$ cat src/hdl/ppc_pkg.sv
`default_nettype none
// -----------------------------------------------------------------------------
// ppc_pkg
// Shared types and constants of the polygon plane clipper.
// -----------------------------------------------------------------------------
package ppc_pkg;

  localparam int MAX_VERTICES = 16;
  localparam int AW = $clog2(MAX_VERTICES);
  localparam int CW = $clog2(MAX_VERTICES + 1);

  localparam logic [2:0] REG_NX  = 3'd0;
  localparam logic [2:0] REG_NY  = 3'd1;
  localparam logic [2:0] REG_NZ  = 3'd2;
  localparam logic [2:0] REG_OFS = 3'd3;
  localparam logic [2:0] REG_TOL = 3'd4;

  typedef logic [2:0][31:0] vec_t;

  typedef enum logic [4:0] {
    CMD_NONE,
    CMD_RD,
    CMD_DSTEP,
    CMD_DFIN,
    CMD_PREV,
    CMD_DIVINIT,
    CMD_DIVSTEP,
    CMD_LSTEP,
    CMD_LFIN,
    CMD_CANDCUR,
    CMD_SQSTEP,
    CMD_SQCMP,
    CMD_KEEP,
    CMD_EMIT_P1,
    CMD_EMIT_P1_END,
    CMD_EMIT_P2_END,
    CMD_EMIT_EMPTY
  } cmd_e;

  typedef enum logic [4:0] {
    S_IDLE, S_RD, S_DIST, S_PREV, S_EDGE, S_DIVI, S_DIVR, S_LERP, S_CUR,
    S_MCHK, S_SQ, S_MDEC, S_MEMIT, S_KEEP, S_FIN, S_FDEC, S_E1, S_E1END,
    S_E2, S_EMPTY
  } state_e;

  typedef struct packed {
    cmd_e          cmd;
    logic [1:0]    k;
    logic          sel;
    logic [AW-1:0] idx;
    logic          busy;
  } ctl_t;

  typedef struct packed {
    logic [CW-1:0] n;
    logic          cin;
    logic          pin;
    logic          far;
    logic          triv;
    logic [1:0]    nk;
    logic          out_free;
  } sts_t;

  function automatic logic [31:0] absd(input logic [31:0] a, input logic [31:0] b);
    logic signed [32:0] d;
    logic [32:0]        nd;
    d  = $signed({a[31], a}) - $signed({b[31], b});
    nd = 33'(-d);
    absd = d[32] ? nd[31:0] : d[31:0];
  endfunction

endpackage
`default_nettype wire

$ cat src/hdl/ppc_ctrl.sv
`default_nettype none
// -----------------------------------------------------------------------------
// ppc_ctrl
// Sequencer: walks the vertex store, edge division, lerp, merge and output.
// -----------------------------------------------------------------------------
module ppc_ctrl
  import ppc_pkg::*;
(
  input  wire  clk_i,
  input  wire  rst_ni,
  input  wire  start_i,
  input  sts_t sts_i,
  output ctl_t ctl_o
);

  state_e        state_q, state_d;
  logic [4:0]    cnt_q, cnt_d;
  logic [CW-1:0] i_q, i_d;
  logic          init_q, init_d;
  logic          ret_q, ret_d;
  logic          fin_q, fin_d;
  logic [CW-1:0] nm1;

  assign nm1 = sts_i.n - CW'(1);

  always_ff @(posedge clk_i or negedge rst_ni) begin
    if (!rst_ni) begin
      state_q <= S_IDLE;
      cnt_q   <= '0;
      i_q     <= '0;
      init_q  <= 1'b0;
      ret_q   <= 1'b0;
      fin_q   <= 1'b0;
    end else begin
      state_q <= state_d;
      cnt_q   <= cnt_d;
      i_q     <= i_d;
      init_q  <= init_d;
      ret_q   <= ret_d;
      fin_q   <= fin_d;
    end
  end

  always_comb begin
    state_d   = state_q;
    cnt_d     = cnt_q;
    i_d       = i_q;
    init_d    = init_q;
    ret_d     = ret_q;
    fin_d     = fin_q;
    ctl_o     = '0;
    ctl_o.cmd = CMD_NONE;
    ctl_o.busy = (state_q != S_IDLE);
    ctl_o.k   = cnt_q[1:0];
    ctl_o.sel = fin_q;
    ctl_o.idx = init_q ? nm1[AW-1:0] : i_q[AW-1:0];
    case (state_q)
      S_IDLE: begin
        if (start_i) begin
          i_d     = '0;
          init_d  = 1'b1;
          state_d = S_RD;
        end
      end
      S_RD: begin
        ctl_o.cmd = CMD_RD;
        cnt_d     = '0;
        state_d   = S_DIST;
      end
      S_DIST: begin
        ctl_o.cmd = (cnt_q == 5'd3) ? CMD_DFIN : CMD_DSTEP;
        cnt_d     = cnt_q + 5'd1;
        if (cnt_q == 5'd3) state_d = init_q ? S_PREV : S_EDGE;
      end
      S_PREV: begin
        ctl_o.cmd = CMD_PREV;
        if (init_q) begin
          init_d  = 1'b0;
          state_d = S_RD;
        end else if (i_q == nm1) begin
          state_d = S_FIN;
        end else begin
          i_d     = i_q + CW'(1);
          state_d = S_RD;
        end
      end
      S_EDGE: begin
        if (sts_i.cin != sts_i.pin) state_d = S_DIVI;
        else if (sts_i.cin) state_d = S_CUR;
        else state_d = S_PREV;
      end
      S_DIVI: begin
        ctl_o.cmd = CMD_DIVINIT;
        cnt_d     = '0;
        state_d   = S_DIVR;
      end
      S_DIVR: begin
        if (sts_i.triv) begin
          cnt_d   = '0;
          state_d = S_LERP;
        end else begin
          ctl_o.cmd = CMD_DIVSTEP;
          cnt_d     = cnt_q + 5'd1;
          if (cnt_q == 5'd31) state_d = S_LERP;
        end
      end
      S_LERP: begin
        ctl_o.cmd = (cnt_q == 5'd3) ? CMD_LFIN : CMD_LSTEP;
        cnt_d     = cnt_q + 5'd1;
        if (cnt_q == 5'd3) begin
          ret_d   = 1'b0;
          state_d = S_MCHK;
        end
      end
      S_CUR: begin
        ctl_o.cmd = CMD_CANDCUR;
        ret_d     = 1'b1;
        state_d   = S_MCHK;
      end
      S_MCHK: begin
        cnt_d = '0;
        fin_d = 1'b0;
        state_d = (sts_i.nk == 2'd0) ? S_KEEP : S_SQ;
      end
      S_SQ: begin
        ctl_o.cmd = (cnt_q == 5'd4) ? CMD_SQCMP : CMD_SQSTEP;
        cnt_d     = cnt_q + 5'd1;
        if (cnt_q == 5'd4) state_d = fin_q ? S_FDEC : S_MDEC;
      end
      S_MDEC: begin
        if (sts_i.far) state_d = (sts_i.nk >= 2'd2) ? S_MEMIT : S_KEEP;
        else if (!ret_q && sts_i.cin) state_d = S_CUR;
        else state_d = S_PREV;
      end
      S_MEMIT: begin
        if (sts_i.out_free) begin
          ctl_o.cmd = CMD_EMIT_P1;
          state_d   = S_KEEP;
        end
      end
      S_KEEP: begin
        ctl_o.cmd = CMD_KEEP;
        state_d   = (!ret_q && sts_i.cin) ? S_CUR : S_PREV;
      end
      S_FIN: begin
        cnt_d = '0;
        fin_d = 1'b1;
        case (sts_i.nk)
          2'd0:    state_d = S_EMPTY;
          2'd1:    state_d = S_E2;
          2'd2:    state_d = S_E1;
          default: state_d = S_SQ;
        endcase
      end
      S_FDEC: begin
        state_d = sts_i.far ? S_E1 : S_E1END;
      end
      S_E1: begin
        if (sts_i.out_free) begin
          ctl_o.cmd = CMD_EMIT_P1;
          state_d   = S_E2;
        end
      end
      S_E1END: begin
        if (sts_i.out_free) begin
          ctl_o.cmd = CMD_EMIT_P1_END;
          state_d   = S_IDLE;
        end
      end
      S_E2: begin
        if (sts_i.out_free) begin
          ctl_o.cmd = CMD_EMIT_P2_END;
          state_d   = S_IDLE;
        end
      end
      S_EMPTY: begin
        if (sts_i.out_free) begin
          ctl_o.cmd = CMD_EMIT_EMPTY;
          state_d   = S_IDLE;
        end
      end
      default: state_d = S_IDLE;
    endcase
  end

endmodule
`default_nettype wire

$ cat config.mk
export PLATFORM = sky130hd
export DESIGN_NAME = ppc_ctrl
export DESIGN_NICKNAME = d
export VERILOG_FILES = /design/src/hdl/ppc_pkg.sv /design/src/hdl/ppc_ctrl.sv
export SDC_FILE = /design/constraint.sdc
export NUM_CORES = 1
export LEC_CHECK = 0
export BUFFER_PORTS_ARGS = -buffer_cell sky130_fd_sc_hd__buf_2
export CORE_MARGIN = 3
export CORE_UTILIZATION = 30
export CTS_CLUSTER_SIZE = 20
export DETAILED_ROUTE_END_ITERATION = 6
export GPL_TIMING_DRIVEN = 0
export PLACE_DENSITY = 0.48
export SLEW_MARGIN = 20
export SYNTH_ARGS = -nofsm -noshare
export SYNTH_HDL_FRONTEND = slang
export SYNTH_SLANG_ARGS = --single-unit
$ cat constraint.sdc
create_clock -name clk_i -period 2.2 [get_ports clk_i]
set_clock_uncertainty 0.15 [all_clocks]
set_input_delay 0.22 -clock clk_i [delete_from_list [all_inputs] [get_ports clk_i]]
set_output_delay 0.22 -clock clk_i [all_outputs]
set_load 0.01 [all_outputs]
==> key figures <==
Status
  • Status: finished, violations left
  • Failing checks: negative setup slack

Synth
  • Synth warnings: 0
  • Post-synth EDFFs: 0
  • Syn_nets: 278
  • Yosys reg bits: 18
  • Synth async-reset ratio: 1.000
  • Count of cell types in the netlist: 53
  • Syn_area_per_cell: 7.405 sq um
  • Count leader, synth: nand2_1
  • Synth top area share: 0.2376
  • Mapped Cells: 256
  • Leading post-synthesis cells by cell area: dfrtp_1 (24%), nand2_1 (5.3%), o21ai_0 (5.3%), a21oi_1 (5.0%), ha_1 (4.6%)
  • Ys flop type: dfrtp_1
  • Mapped cell area: 1896 sq um
  • Yosys top cell by area: dfrtp_1
  • Seq/Total Area, Yosys: 0.2376
  • Most common library cells after synthesis: nand2_1 (27), nor2_1 (20), o21ai_0 (20)

Pwr
  • Pwr/cell area: 1315 nW/um^2
  • Sequential power share: 0.187
  • Comb pwr share: 0.721
  • Clock share of power: 0.091
  • Worst VDD drop: 569.7 uV
  • Net switching power: 1517 uW
  • Total Power: 3087 uW
  • Internal Power: 1570 uW
  • P_leak: 0.001060 uW
  • Switching Share: 0.4913

Worst setup path
  • Cells on worst reg2reg path: 9
  • Worst R2R Start: state_q[2]
  • Worst Path Required: 1.83 ns
  • Worst-path fanout max: 3
  • R2r endpoint: state_q[2]
  • Critical path capture point: ctl_o[8]
  • CP startpoint kind: flip-flop
  • CP arrival: 1.91 ns
  • Crit path launch: cnt_q[0]
  • Reg2reg setup slack: 0.10 ns
  • Critical path class: reg2out
  • Critical Path End Type: primary output

GRT
  • All-Layer GR Usage: 0.1597
  • Grt ovf: 0
  • Vias in the first global route: 1959
  • Largest net degree at the start of global routing: 19
  • Most Crowded Layer GR: met2
  • Met1 usage in global routing: 0.2264
  • Antenna violations before repair: 0
  • Met3 Use GR: 0.02594
  • Global-route wire length before repair: 9.515 mm
  • Met2 usage: 0.2564

STA
  • RSZ-0062 raised after global routing: true
  • Period utilization: 1.036
  • Fin crit period: 2.279 ns
  • Worst Hold Slack: 0.2396 ns
  • Setup TNS: -0.1157 ns
  • Top achievable clock speed: 438.7 MHz
  • Relative slew slack: 0.6486
  • Worst Tran Pin Value: 0.5271 ns
  • Fin worst setup slack: -0.07936 ns
  • Final Hold Vio Count: 0
  • Count of final max-slew check failures: 0
  • Final Setup Violations: 2

Clock tree
  • H-tree levels: 1
  • TritonCTS clock tree: done
  • Clock sink count: 18
  • Max clock buf depth: 2
  • Clock latency at the later pin of the worst-skew pair: 0.26 ns
  • Clock slew at reported path FFs: 0.08 ns
  • TritonCTS Buffers: 3
  • Root Driver: clkbuf_8

Placement
  • GPL Wtd Cong: 0.8867
  • Post-DP HPWL: 4.237 mm
  • Count of buffers from port buffering: 27

Drt
  • Vias: 2082
  • Starting DRT DRC Count: 169
  • First drt pass iteration count: 4
  • WL final: 5.774 mm
  • Antenna viol nets, final: 0
  • Routed wire per std cell: 15.52 um
  • Drt drc: 0
  • Vias per std cell: 5.597

Floorplan
  • Die ar.: 7309 sq um
  • Die Span Y: 85.49 um
  • Placement Rows: 28
  • Top Ports: 28
  • Initial Util: 0.3146
  • Core area: 6026 sq um
  • Die W: 85.49 um

Finish
  • # diodes: 0
  • Nets: 320
  • Layout cells sized above 1: 0.2660
  • Area Growth Syn to Fin: 23.83%

Flow run
  • MaxCap Viol Count: 0

Worst hold path
  • Hold Path Cell Cnt: 4
  • Worst Hold Class: in2reg
==> flip-flops by register name, indices dropped and copies added, names as in the netlist <==
signal   flops
ret_q        1
state_q      5
cnt_q        5
init_q       1
i_q          5
fin_q        1
==> kinds of logic (layout without fill, tap and decap cells) <==
family,after synthesis,after routing,share of synthesized area
compound gates,70,70,0.2297
simple gates,114,114,0.3122
xor+xnor,8,8,0.04422
fa+ha+maj,7,7,0.04620
mux,7,7,0.03960
buf+inv,32,73,0.09043
flops,18,18,0.2376
==> cell type report <==
| cell class | instances | area [sq um] |
|---|---|---|
| Timing Repair Buffer | 37 | 212.7 |
| Inverter | 14 | 52.55 |
| Sequential cell | 18 | 451.7 |
| Tap cell | 75 | 93.84 |
| Fill cell | 669 | 3679 |
| Multi-Input combinational cell | 206 | 1335 |
| Buffer | 18 | 146.4 |
| Clock buffer | 4 | 55.05 |
==> cells in the final DEF, fill, tap and decap left out, types with 9 or more instances in the layout <==
cell / n
a21oi_1: 19
buf_4: 14
nand2_1: 26
inv_1: 12
buf_2: 30
nand3_1: 17
nor3_1: 9
nor2_1: 18
o21ai_0: 17
dfrtp_1: 17
==> stage by stage <==
stage / worst slack, ns / area [sq um] / std cells / util
floorplan: 0.1890 / 1896 / 256 / -
global placement: -0.1617 / 2125 / 358 / 0.3526
detailed placement: -0.1333 / 2125 / 358 / 0.3526
CTS: -0.07002 / 2297 / 369 / 0.3812
global route: -0.1815 / 2347 / 372 / 0.3895
finish: -0.07936 / 2347 / 372 / 0.3895
==> worst min-delay path by stage <==
stage | from | slack, ns | endpoint
finish | start_i | 0.24 | init_q
global route | rst_ni | 0.32 | i_q[2]
CTS | start_i | 0.24 | init_q
detailed placement | rst_ni | 0.04 | cnt_q[1]
global placement | rst_ni | 0.04 | cnt_q[1]
floorplan | rst_ni | -0.23 | cnt_q[0]
==> critical path: stages, from the launching register on <==
cell      delay [ns]
dfrtp_1         0.39
ha_2            0.20
nor2b_4         0.13
nand2_2         0.09
o21ai_2         0.06
a221oi_2        0.21
a21oi_1         0.05
or3_1           0.38
buf_2           0.14
==> timing repair <==
action	4_1_cts	5_1_grt
hold buffers	1	0
setup endpoints to repair	12	13
pin swaps	5	5
resized for setup	19	9
buffers inserted	6	3
endpoints found under the hold margin	18	0
==> layer usage <==
metal | up-vias | share of wire
met4 | 0 | 0.0095
met3 | 9 | 0.082
met1 | 969 | 0.45
met5 | - | 0
li1 | 1009 | -
met2 | 95 | 0.46
==> power groups by stage <==
stage                     clock [uW]  sequential [uW]  combinational (uW)
after floorplan                    0              558                1420
after global placement             0              600                1960
after detailed placement           0              598                1940
after CTS                        285              580                2100
after global routing             305              599                2440
final                            282              578                2230
Note: power is estimated with default switching activity, not from simulation.
